--- src/sv/eqct_pkg.sv ---
`timescale 1ns / 1ps
package eqct_pkg;

    localparam int MAX_KEYS = 64;
    localparam int KEY_W    = 6;
    localparam int LABEL_W  = 6;
    localparam int COUNT_W  = 7;
    localparam int OP_W     = 2;
    localparam int IDX_W    = $clog2(MAX_KEYS);

    localparam logic [KEY_W:0]   KEY_LIMIT = (KEY_W + 1)'(MAX_KEYS);
    localparam logic [IDX_W-1:0] LAST_IDX  = IDX_W'(MAX_KEYS - 1);

    // Stream packing.
    localparam int IN_TDATA_W  = 16;
    localparam int OUT_TDATA_W = 16;
    localparam int OUT_TUSER_W = 2;
    localparam int OP_LSB      = 0;
    localparam int KA_LSB      = OP_LSB + OP_W;
    localparam int KB_LSB      = KA_LSB + KEY_W;
    localparam int MEM_LSB     = LABEL_W;

    localparam logic [OP_W-1:0] OP_LINK  = 2'd0;
    localparam logic [OP_W-1:0] OP_QUERY = 2'd1;
    localparam logic [OP_W-1:0] OP_LIST  = 2'd2;

    // Kinds of result written into the output register.
    localparam logic [2:0] EMIT_NONE   = 3'd0;
    localparam logic [2:0] EMIT_QUERY  = 3'd1;
    localparam logic [2:0] EMIT_LINK   = 3'd2;
    localparam logic [2:0] EMIT_ERR    = 3'd3;
    localparam logic [2:0] EMIT_MEMBER = 3'd4;
    localparam logic [2:0] EMIT_FINAL  = 3'd5;

    // Label RAM read address source.
    localparam logic [1:0] RD_IN   = 2'd0;
    localparam logic [1:0] RD_B    = 2'd1;
    localparam logic [1:0] RD_SCAN = 2'd2;

    typedef struct packed {
        logic             load;
        logic [1:0]       rd_sel;
        logic [IDX_W-1:0] scan_rd;
        logic [IDX_W-1:0] scan_idx;
        logic             cap_a;
        logic             cap_b;
        logic             link_apply;
        logic             link_b_wr;
        logic             merge_wr;
        logic             list_clear;
        logic             list_step;
        logic             cnt_dec;
        logic [2:0]       emit;
    } t_dp_cmd;

    typedef struct packed {
        logic [OP_W-1:0] op;
        logic            ok_link;
        logic            va_ok;
        logic            vb_ok;
        logic            la_eq_lb;
        logic            match;
        logic            pend_v;
        logic            out_free;
    } t_dp_sts;

endpackage

--- src/sv/equivalence_class_table.sv ---
`timescale 1ns / 1ps
// Equivalence class table over keys 0..MAX_KEYS-1: each key holds a dense class label in a
// single-port-read label RAM, with per-key valid bits in flip-flops. One command is worked at a
// time: key_a's label is read, then key_b's, then the command is decided. A link that starts a
// new class writes key_b's label in a state of its own after that. A merge or a list sweeps the
// label RAM one key per cycle; any result waits while the output register is still held, and a
// list stalls once for each member that waits there until it is taken. The input is ready only
// between commands.
module equivalence_class_table
    import eqct_pkg::*;
(
    input  logic                   i_clk,
    input  logic                   i_rst_n,
    input  logic                   s_axis_tvalid,
    output logic                   s_axis_tready,
    // opcode [1:0], key_a [7:2], key_b [13:8], zero [15:14]
    input  logic [IN_TDATA_W-1:0]  s_axis_tdata,
    output logic                   m_axis_tvalid,
    input  logic                   m_axis_tready,
    // class_index [5:0], member [11:6], zero [15:12]
    output logic [OUT_TDATA_W-1:0] m_axis_tdata,
    output logic                   m_axis_tlast,
    // found [0], error [1]
    output logic [OUT_TUSER_W-1:0] m_axis_tuser
);

    t_dp_cmd w_cmd;
    t_dp_sts w_sts;

    eqct_ctrl u_ctrl (
        .i_clk       (i_clk),
        .i_rst_n     (i_rst_n),
        .i_in_tvalid (s_axis_tvalid),
        .o_in_tready (s_axis_tready),
        .i_sts       (w_sts),
        .o_cmd       (w_cmd)
    );

    eqct_datapath u_datapath (
        .i_clk        (i_clk),
        .i_rst_n      (i_rst_n),
        .i_cmd        (w_cmd),
        .o_sts        (w_sts),
        .i_in_tdata   (s_axis_tdata),
        .i_out_tready (m_axis_tready),
        .o_out_tvalid (m_axis_tvalid),
        .o_out_tdata  (m_axis_tdata),
        .o_out_tlast  (m_axis_tlast),
        .o_out_tuser  (m_axis_tuser)
    );

    a_one_at_a_time: assert property (@(posedge i_clk) disable iff (!i_rst_n)
        s_axis_tvalid && s_axis_tready |=> !s_axis_tready)
        else $error("input taken again before the previous command finished");

    a_emit_only_when_free: assert property (@(posedge i_clk) disable iff (!i_rst_n)
        w_cmd.emit != EMIT_NONE |-> w_sts.out_free)
        else $error("result written over one not yet transferred");

    a_single_writer: assert property (@(posedge i_clk) disable iff (!i_rst_n)
        $onehot0({w_cmd.link_apply, w_cmd.link_b_wr, w_cmd.merge_wr}))
        else $error("more than one label write source active");

endmodule

--- src/sv/eqct_ram.sv ---
`timescale 1ns / 1ps
module eqct_ram #(
    parameter int WIDTH = 8,
    parameter int DEPTH = 64
) (
    input  logic                     i_clk,
    input  logic                     i_we,
    input  logic [$clog2(DEPTH)-1:0] i_waddr,
    input  logic [WIDTH-1:0]         i_wdata,
    input  logic [$clog2(DEPTH)-1:0] i_raddr,
    output logic [WIDTH-1:0]         o_rdata
);

    logic [WIDTH-1:0] r_mem [DEPTH];
    logic [WIDTH-1:0] r_rdata;

    always_ff @(posedge i_clk) begin
        if (i_we) begin
            r_mem[i_waddr] <= i_wdata;
        end
        r_rdata <= r_mem[i_raddr];
    end

    assign o_rdata = r_rdata;

endmodule

--- src/sv/eqct_datapath.sv ---
`timescale 1ns / 1ps
module eqct_datapath
    import eqct_pkg::*;
(
    input  logic                   i_clk,
    input  logic                   i_rst_n,
    input  t_dp_cmd                i_cmd,
    output t_dp_sts                o_sts,
    input  logic [IN_TDATA_W-1:0]  i_in_tdata,
    input  logic                   i_out_tready,
    output logic                   o_out_tvalid,
    output logic [OUT_TDATA_W-1:0] o_out_tdata,
    output logic                   o_out_tlast,
    output logic [OUT_TUSER_W-1:0] o_out_tuser
);

    logic [OP_W-1:0]    r_op;
    logic [KEY_W-1:0]   r_a;
    logic [KEY_W-1:0]   r_b;
    logic [LABEL_W-1:0] r_la;
    logic [LABEL_W-1:0] r_lb;
    logic [LABEL_W-1:0] r_cls;
    logic [COUNT_W-1:0] r_count;
    logic [MAX_KEYS-1:0] r_valid;
    logic [IDX_W-1:0]   r_pend;
    logic               r_pend_v;

    logic               r_ovalid;
    logic [LABEL_W-1:0] r_ocls;
    logic               r_ofound;
    logic [KEY_W-1:0]   r_omember;
    logic               r_olast;
    logic               r_oerr;

    logic [IDX_W-1:0]   a_idx;
    logic [IDX_W-1:0]   b_idx;
    logic               ok_a;
    logic               ok_b;
    logic               va;
    logic               vb;
    logic [LABEL_W-1:0] q;
    logic [IDX_W-1:0]   raddr;
    logic               we;
    logic [IDX_W-1:0]   waddr;
    logic [LABEL_W-1:0] wdata;
    logic [LABEL_W-1:0] keep;
    logic [LABEL_W-1:0] gone;
    logic [LABEL_W-1:0] relabel;
    logic [LABEL_W-1:0] link_cls;
    logic               out_free;

    assign a_idx = r_a[IDX_W-1:0];
    assign b_idx = r_b[IDX_W-1:0];
    assign ok_a  = {1'b0, r_a} < KEY_LIMIT;
    assign ok_b  = {1'b0, r_b} < KEY_LIMIT;
    assign va    = ok_a && r_valid[a_idx];
    assign vb    = ok_b && r_valid[b_idx];

    assign keep = (r_la < r_lb) ? r_la : r_lb;
    assign gone = (r_la < r_lb) ? r_lb : r_la;

    // Renumbering of one label during a merge sweep.
    always_comb begin
        if (q == gone) begin
            relabel = keep;
        end else if (q > gone) begin
            relabel = q - LABEL_W'(1);
        end else begin
            relabel = q;
        end
    end

    always_comb begin
        if (va && vb) begin
            link_cls = keep;
        end else if (va) begin
            link_cls = r_la;
        end else if (vb) begin
            link_cls = r_lb;
        end else begin
            link_cls = r_count[LABEL_W-1:0];
        end
    end

    always_comb begin
        unique case (i_cmd.rd_sel)
            RD_IN:   raddr = i_in_tdata[KA_LSB +: IDX_W];
            RD_B:    raddr = b_idx;
            default: raddr = i_cmd.scan_rd;
        endcase
    end

    always_comb begin
        we    = 1'b0;
        waddr = i_cmd.scan_idx;
        wdata = relabel;
        if (i_cmd.link_apply) begin
            if (va && !vb) begin
                we    = 1'b1;
                waddr = b_idx;
                wdata = r_la;
            end else if (!va && vb) begin
                we    = 1'b1;
                waddr = a_idx;
                wdata = r_lb;
            end else if (!va && !vb) begin
                we    = 1'b1;
                waddr = a_idx;
                wdata = r_count[LABEL_W-1:0];
            end
        end else if (i_cmd.link_b_wr) begin
            we    = 1'b1;
            waddr = b_idx;
            wdata = r_cls;
        end else if (i_cmd.merge_wr) begin
            we = r_valid[i_cmd.scan_idx];
        end
    end

    eqct_ram #(
        .WIDTH (LABEL_W),
        .DEPTH (MAX_KEYS)
    ) u_label_ram (
        .i_clk   (i_clk),
        .i_we    (we),
        .i_waddr (waddr),
        .i_wdata (wdata),
        .i_raddr (raddr),
        .o_rdata (q)
    );

    always_ff @(posedge i_clk) begin
        if (i_cmd.load) begin
            r_op <= i_in_tdata[OP_LSB +: OP_W];
            r_a  <= i_in_tdata[KA_LSB +: KEY_W];
            r_b  <= i_in_tdata[KB_LSB +: KEY_W];
        end
        if (i_cmd.cap_a) begin
            r_la <= q;
        end
        if (i_cmd.cap_b) begin
            r_lb <= q;
        end
        if (i_cmd.link_apply) begin
            r_cls <= link_cls;
        end
        if (i_cmd.list_step) begin
            r_pend <= i_cmd.scan_idx;
        end
    end

    always_ff @(posedge i_clk) begin
        if (!i_rst_n) begin
            r_valid  <= '0;
            r_count  <= '0;
            r_pend_v <= 1'b0;
        end else begin
            if (i_cmd.link_apply) begin
                if (!va) begin
                    r_valid[a_idx] <= 1'b1;
                end
                if (!vb) begin
                    r_valid[b_idx] <= 1'b1;
                end
                if (!va && !vb) begin
                    r_count <= r_count + COUNT_W'(1);
                end
            end else if (i_cmd.cnt_dec && r_count != '0) begin
                r_count <= r_count - COUNT_W'(1);
            end
            if (i_cmd.list_clear) begin
                r_pend_v <= 1'b0;
            end else if (i_cmd.list_step) begin
                r_pend_v <= 1'b1;
            end
        end
    end

    assign out_free = !r_ovalid || i_out_tready;

    always_ff @(posedge i_clk) begin
        if (!i_rst_n) begin
            r_ovalid <= 1'b0;
        end else if (i_cmd.emit != EMIT_NONE) begin
            r_ovalid <= 1'b1;
        end else if (i_out_tready) begin
            r_ovalid <= 1'b0;
        end
    end

    always_ff @(posedge i_clk) begin
        case (i_cmd.emit)
            EMIT_QUERY: begin
                r_ocls    <= va ? r_la : '0;
                r_ofound  <= va;
                r_omember <= '0;
                r_olast   <= 1'b1;
                r_oerr    <= 1'b0;
            end
            EMIT_LINK: begin
                r_ocls    <= link_cls;
                r_ofound  <= 1'b1;
                r_omember <= '0;
                r_olast   <= 1'b1;
                r_oerr    <= 1'b0;
            end
            EMIT_ERR: begin
                r_ocls    <= '0;
                r_ofound  <= 1'b0;
                r_omember <= '0;
                r_olast   <= 1'b1;
                r_oerr    <= 1'b1;
            end
            EMIT_MEMBER, EMIT_FINAL: begin
                r_ocls    <= r_la;
                r_ofound  <= 1'b1;
                r_omember <= KEY_W'(r_pend);
                r_olast   <= (i_cmd.emit == EMIT_FINAL);
                r_oerr    <= 1'b0;
            end
            default: begin
            end
        endcase
    end

    assign o_out_tvalid = r_ovalid;
    assign o_out_tdata  = {{(OUT_TDATA_W - MEM_LSB - KEY_W){1'b0}}, r_omember, r_ocls};
    assign o_out_tlast  = r_olast;
    assign o_out_tuser  = {r_oerr, r_ofound};

    assign o_sts.op       = r_op;
    assign o_sts.ok_link  = ok_a && ok_b;
    assign o_sts.va_ok    = va;
    assign o_sts.vb_ok    = vb;
    assign o_sts.la_eq_lb = (r_la == r_lb);
    assign o_sts.match    = r_valid[i_cmd.scan_idx] && (q == r_la);
    assign o_sts.pend_v   = r_pend_v;
    assign o_sts.out_free = out_free;

endmodule

--- src/sv/eqct_ctrl.sv ---
`timescale 1ns / 1ps
module eqct_ctrl
    import eqct_pkg::*;
(
    input  logic    i_clk,
    input  logic    i_rst_n,
    input  logic    i_in_tvalid,
    output logic    o_in_tready,
    input  t_dp_sts i_sts,
    output t_dp_cmd o_cmd
);

    localparam logic [2:0] S_IDLE  = 3'd0;
    localparam logic [2:0] S_RDA   = 3'd1;
    localparam logic [2:0] S_RDB   = 3'd2;
    localparam logic [2:0] S_DEC   = 3'd3;
    localparam logic [2:0] S_LINK2 = 3'd4;
    localparam logic [2:0] S_SCAN  = 3'd5;
    localparam logic [2:0] S_FIN   = 3'd6;

    logic [2:0]       r_state;
    logic [2:0]       n_state;
    logic [IDX_W-1:0] r_ridx;
    logic [IDX_W-1:0] n_ridx;
    logic             advance;

    always_comb begin
        o_cmd          = '0;
        o_cmd.rd_sel   = RD_SCAN;
        o_cmd.scan_rd  = r_ridx;
        o_cmd.scan_idx = r_ridx;
        o_cmd.emit     = EMIT_NONE;
        n_state        = r_state;
        n_ridx         = r_ridx;
        advance        = 1'b0;

        unique case (r_state)
            S_IDLE: begin
                o_cmd.rd_sel = RD_IN;
                if (i_in_tvalid) begin
                    o_cmd.load = 1'b1;
                    n_state    = S_RDA;
                end
            end
            S_RDA: begin
                o_cmd.cap_a  = 1'b1;
                o_cmd.rd_sel = RD_B;
                n_state      = S_RDB;
            end
            S_RDB: begin
                o_cmd.cap_b = 1'b1;
                n_state     = S_DEC;
            end
            S_DEC: begin
                case (i_sts.op)
                    OP_LINK: begin
                        if (!i_sts.ok_link) begin
                            if (i_sts.out_free) begin
                                o_cmd.emit = EMIT_ERR;
                                n_state    = S_IDLE;
                            end
                        end else if (i_sts.va_ok && i_sts.vb_ok && !i_sts.la_eq_lb) begin
                            o_cmd.scan_rd = '0;
                            n_ridx        = '0;
                            n_state       = S_SCAN;
                        end else if (i_sts.out_free) begin
                            o_cmd.link_apply = 1'b1;
                            o_cmd.emit       = EMIT_LINK;
                            // A fresh class needs a second label write for key_b.
                            n_state = (!i_sts.va_ok && !i_sts.vb_ok) ? S_LINK2 : S_IDLE;
                        end
                    end
                    OP_QUERY: begin
                        if (i_sts.out_free) begin
                            o_cmd.emit = EMIT_QUERY;
                            n_state    = S_IDLE;
                        end
                    end
                    OP_LIST: begin
                        if (!i_sts.va_ok) begin
                            if (i_sts.out_free) begin
                                o_cmd.emit = EMIT_ERR;
                                n_state    = S_IDLE;
                            end
                        end else begin
                            o_cmd.list_clear = 1'b1;
                            o_cmd.scan_rd    = '0;
                            n_ridx           = '0;
                            n_state          = S_SCAN;
                        end
                    end
                    default: begin
                        n_state = S_IDLE;
                    end
                endcase
            end
            S_LINK2: begin
                o_cmd.link_b_wr = 1'b1;
                n_state         = S_IDLE;
            end
            S_SCAN: begin
                if (i_sts.op == OP_LINK) begin
                    o_cmd.merge_wr = 1'b1;
                    advance        = 1'b1;
                end else if (i_sts.match) begin
                    // A member is held back one step so that the final one can carry last.
                    if (!i_sts.pend_v) begin
                        o_cmd.list_step = 1'b1;
                        advance         = 1'b1;
                    end else if (i_sts.out_free) begin
                        o_cmd.emit      = EMIT_MEMBER;
                        o_cmd.list_step = 1'b1;
                        advance         = 1'b1;
                    end
                end else begin
                    advance = 1'b1;
                end
                if (advance) begin
                    if (r_ridx == LAST_IDX) begin
                        n_state = S_FIN;
                    end else begin
                        n_ridx        = r_ridx + IDX_W'(1);
                        o_cmd.scan_rd = r_ridx + IDX_W'(1);
                    end
                end
            end
            S_FIN: begin
                if (i_sts.out_free) begin
                    o_cmd.emit    = (i_sts.op == OP_LINK) ? EMIT_LINK : EMIT_FINAL;
                    o_cmd.cnt_dec = (i_sts.op == OP_LINK);
                    n_state       = S_IDLE;
                end
            end
            default: begin
                n_state = S_IDLE;
            end
        endcase
    end

    always_ff @(posedge i_clk) begin
        if (!i_rst_n) begin
            r_state <= S_IDLE;
            r_ridx  <= '0;
        end else begin
            r_state <= n_state;
            r_ridx  <= n_ridx;
        end
    end

    assign o_in_tready = (r_state == S_IDLE);

endmodule

--- config.mk ---
export PLATFORM = sky130hd
export DESIGN_NAME = equivalence_class_table
export DESIGN_NICKNAME = d
export VERILOG_FILES = /design/src/sv/eqct_pkg.sv /design/src/sv/equivalence_class_table.sv /design/src/sv/eqct_ram.sv /design/src/sv/eqct_datapath.sv /design/src/sv/eqct_ctrl.sv
export SDC_FILE = /design/constraint.sdc
export NUM_CORES = 1
export LEC_CHECK = 0
export ABC_AREA = 1
export BUFFER_PORTS_ARGS = -buffer_cell sky130_fd_sc_hd__buf_2
export CAP_MARGIN = 20
export CORE_MARGIN = 3
export CORE_UTILIZATION = 45
export CTS_CLUSTER_DIAMETER = 50
export DETAILED_ROUTE_END_ITERATION = 8
export GPL_ROUTABILITY_DRIVEN = 1
export PLACE_DENSITY = 0.69
export SYNTH_ARGS = -nofsm -noshare
export SYNTH_HDL_FRONTEND = slang
export SYNTH_SLANG_ARGS = --single-unit
--- constraint.sdc ---
create_clock -name i_clk -period 8.25 [get_ports i_clk]
set_input_delay 2.0625 -clock i_clk [delete_from_list [all_inputs] [get_ports i_clk]]
set_output_delay 2.0625 -clock i_clk [all_outputs]
set_load 0.01 [all_outputs]
==> implementation parameters <==
Parameter                              Value

Layout
  Total number of nets in the final design    a little over 3k
  Registers with the most flip-flops    u_datapath.u_label_ram.r_mem: 384 flops, u_datapath.r_valid: 64 flops, u_datapath.r_count: 7 flops
  Most common cell after layout, fill and taps aside    sky130_fd_sc_hd__nand2_1
  Fill count    5335
  Ratio of cells with drive above 1 in the final layout    0.06652
  Largest register FFs    384
  Total inserted antenna cells    0
  Non-filler instance count after layout    3892
  Multi-input gate area in the final layout    approximately 9500 µm²
  Synth-to-layout area growth    10.85%
  Register name with the most flops    u_datapath.u_label_ram.r_mem
  Leading cell types in the layout, fill and taps excluded    sky130_fd_sc_hd__nand2_1, sky130_fd_sc_hd__nand3_1, sky130_fd_sc_hd__edfxtp_1
  Reg area    ~15000 µm²

Synthesis
  Leading cell types by total area after synthesis    sky130_fd_sc_hd__edfxtp_1, sky130_fd_sc_hd__nand2_1, sky130_fd_sc_hd__nand3_1, sky130_fd_sc_hd__dfxtp_1, sky130_fd_sc_hd__inv_1
  Instance count of the mapped netlist    between 3k and 4k
  Share of synthesized area occupied by flip-flops and latches    0.5566
  Yosys top cell area share    0.4907
  Number of register bits inferred by synthesis    525
  Netlist cell types    49
  Area of the mapped netlist    26740 µm²
  Most instantiated flip-flop cell in the synthesis netlist    sky130_fd_sc_hd__edfxtp_1
  Asr flop ratio synth    0
  Average cell area after synthesis    about 8.6 µm²
  Post-synth top area cell    sky130_fd_sc_hd__edfxtp_1
  Number of synthesized flops with an enable pin    437
  Total of warnings raised by yosys    0

Clocking
  TritonCTS buffer count    67
  Clock tree from TritonCTS    built
  Hold buffers post-CTS    0
  Root buf cell    sky130_fd_sc_hd__clkbuf_16
  Clock slew at reported path FFs    0.06 ns
  Worst-skew pair later-pin latency    0.61 ns
  Max Root-Sink Buffers    3
  Number of gates resized after cts    0
  Post-CTS repair timing setup buffer count    0
  CTS H-Tree Depth    3
  Clock Sink Count    525

Route
  Post-detailed-route DRC marker count    0
  Pre-antenna DRT Iters    5
  Post-detailed-routing wire length    72090 µm
  Via count    21.54k
  Detail Route Antenna Nets    0
  Per-cell routed wire length    18.52 µm
  DRT iter0 DRCs    2492
  Via density per instance    5.534

Worst setup path
  Critical path type    reg -> reg
  Critical-path maximum fanout    42
  Type of origin of the critical path    flop
  Start of the worst register-to-register path    u_datapath.a_idx[0]
  Worst R2R Setup Slack    approximately 1.9 ns
  Path depth of the worst reg2reg path    24
  Arrival time at the worst endpoint    6.64 ns
  Nature of the critical path endpoint    flop
  CP peak stage delay    1.04 ns
  Crit path top cell by count    sky130_fd_sc_hd__nand2_1
  Critical-path cell list    buf_4 > inv_2 > nand2_1 > nand2_1 > nand2_1 > nand2_1 > nand2_1 > nand2_1 > nand2_1 > nand2_1 > nor2_1 > nand2_2 > nand2_2 > inv_2 > nand2_1 > nand3_2 > nor2_4 > buf_4 > nand2_1 > o21ai_1 > inv_1 > nor2_1 > nand2_1 > nor2_1
  CP required    8.49 ns
  Crit Reg-Reg Endpoint    u_datapath.u_label_ram.r_mem[29][5]
  Max stage delay cell, worst path    sky130_fd_sc_hd__edfxtp_1

Min path
  Hold path depth    1
  Min-Delay Endpoint    u_datapath.r_count[6]
  Worst Min Path Start    u_datapath.r_count[6]
  Hold WC Path Type    reg -> reg

STA
  Setup violations, final    0
  Worst Hold Slack    0.4758 ns
  Shortest clock period the worst path allows after layout    6.399 ns
  Setup repair after global routing missed its margin    no
  Final Slew Violations    0
  Worst max-slew margin expressed relative to the limit    0.2778
  Tightest Pin Transition    1.079 ns
  Upper clock frequency limit    156.3 MHz
  Worst clock skew on the final layout    0.02887 ns
  Tcrit/Tclk final    0.7757
  Total negative setup slack    0 ns
  Hold Violations, Final    0

Floorplanning
  Die span in x    249.8 µm
  Number of cell rows    88
  Effective utilization at floorplan    0.4591
  Number of primary I/O pins    41
  Core Region    58250 µm²
  Die footprint    62390 µm²
  Height of the die    249.8 µm

Power and ir drop
  VDD IR max    0.0002607 V
  Total net switching power    2827 µW
  Sequential group share of total power    0.422
  Switching share of power    0.3310
  Int Power    5713 µW
  Leakage power of the design    0.01190 µW
  Clock power share    0.340
  Combinational share of power    0.238
  P per Cell Area    288.1 nW/µm²

GRT
  GRT met1 Usage    0.3091
  Layer carrying the most global-route usage    met2
  Global routing usage on met3    0.04929
  Total global-route track usage    0.2283
  Largest net degree at the start of global routing    approximately 140
  Aggregate global routing overflow    0
  Vias in the first global route    20.19k
  Number of antenna violations at the first check in global routing    0
  Met2 global-route usage    0.3558
  First-pass GRT wire length    112500 µm

Place
  Placed wire-length estimate    44560 µm
  Total placed cells including tap cells    between 3k and 4k
  Port Buffers    34
  Final Wtd Congestion    0.9295

Run status
  Outcome    finished clean

Job
  Number of maximum-capacitance constraint violations    0
-- metal layers --
| layer | vias to the layer above | part of all wire |
|---|---|---|
| met5 | - | 0 |
| met2 | 1010 | 0.46 |
| met1 | 10060 | 0.41 |
| li1 | 10280 | - |
| met4 | 0 | 0.040 |
| met3 | 188 | 0.091 |
-- synthesized netlist by cell type (2+ instances only) --
cell,number
sky130_fd_sc_hd__o21ai_0,98
sky130_fd_sc_hd__clkinv_1,3
sky130_fd_sc_hd__a31oi_1,3
sky130_fd_sc_hd__dfxtp_1,88
sky130_fd_sc_hd__buf_2,58
sky130_fd_sc_hd__buf_1,9
sky130_fd_sc_hd__nand3_1,460
sky130_fd_sc_hd__o21ai_1,16
sky130_fd_sc_hd__xnor2_1,6
sky130_fd_sc_hd__inv_1,409
sky130_fd_sc_hd__buf_6,3
sky130_fd_sc_hd__nor4_1,3
sky130_fd_sc_hd__edfxtp_1,437
sky130_fd_sc_hd__o21ai_2,2
sky130_fd_sc_hd__xor2_1,7
sky130_fd_sc_hd__nand3b_1,115
sky130_fd_sc_hd__clkbuf_1,58
sky130_fd_sc_hd__o22ai_1,80
sky130_fd_sc_hd__o211ai_1,11
sky130_fd_sc_hd__nor2_1,180
sky130_fd_sc_hd__buf_4,37
sky130_fd_sc_hd__nand2_1,828
sky130_fd_sc_hd__inv_2,13
sky130_fd_sc_hd__ha_1,19
sky130_fd_sc_hd__a32oi_1,3
sky130_fd_sc_hd__o221ai_1,3
sky130_fd_sc_hd__nor3_1,26
sky130_fd_sc_hd__a21oi_1,98
sky130_fd_sc_hd__nand2_2,6
sky130_fd_sc_hd__o21a_1,2
-- worst max path at each step --
stage                             start                             endpoint  slack (ns)  cells after the start
global placement    u_datapath.a_idx[0]  u_datapath.u_label_ram.r_mem[29][0]        2.01                     24
detailed placement  u_datapath.a_idx[0]  u_datapath.u_label_ram.r_mem[29][0]        2.05                     24
finish              u_datapath.a_idx[0]  u_datapath.u_label_ram.r_mem[29][5]        1.85                     24
CTS                 u_datapath.a_idx[0]  u_datapath.u_label_ram.r_mem[16][5]        2.00                     26
global route        u_datapath.a_idx[0]  u_datapath.u_label_ram.r_mem[29][3]        1.40                     24
floorplan            u_datapath.r_la[5]   u_datapath.u_label_ram.r_mem[0][4]        1.68                     25
-- power by group through the flow --
stage / combinational [µW] / clock, µW / sequential (µW)
2_1_floorplan: 1190 / 0 / 3700
3_3_place_gp: 1930 / 0 / 3660
3_5_place_dp: 1960 / 0 / 3660
4_1_cts: 1970 / 2950 / 3600
5_1_grt: 2200 / 3060 / 3610
6_report: 2040 / 2900 / 3600
-- cells by family (layout without fill, tap and decap cells) --
group           Yosys count  after routing  share of synthesized area
simple gates           1626           1626                     0.2693
buf+inv                 590            614                    0.09156
flops                   525            525                     0.5566
compound gates          324            324                    0.06812
fa+ha+maj                20             20                   0.009638
xor+xnor                 13             13                   0.004258
other cells               1              4                  0.0001402
mux                       1              1                  0.0003743
-- cell type report --
| type | instances | share of cell area |
|---|---|---|
| clock inverters | 45 | 0.01406 |
| inverters | 425 | 0.05390 |
| clock buffers | 78 | 0.06116 |
| multi-input cells | 1988 | 0.3208 |
| flip-flops and latches | 525 | 0.5021 |
| repair buffers | 66 | 0.01570 |
| well taps | 765 | 0.03229 |
-- critical path: cells and delay by family, from the launching register on --
family,cells,cell delay [ns]
compound gates,1,0.30
flops,1,1.04
simple gates,18,3.17
buf+inv,5,1.48
-- stage by stage --
| step | setup slack, ns | util | cell area (µm²) | power (µW) |
|---|---|---|---|---|
| global placement | 2.008 | 0.4698 | 27360 | 5585 |
| finish | 1.851 | 0.5089 | 29640 | 8540 |
| CTS | 2.002 | 0.5081 | 29600 | 8518 |
| floorplan | 1.678 | - | 26750 | 4899 |
| detailed placement | 2.053 | 0.4698 | 27370 | 5620 |
| global route | 1.400 | 0.5089 | 29640 | 8866 |
No activity file was read; power rests on OpenSTA's default activity.
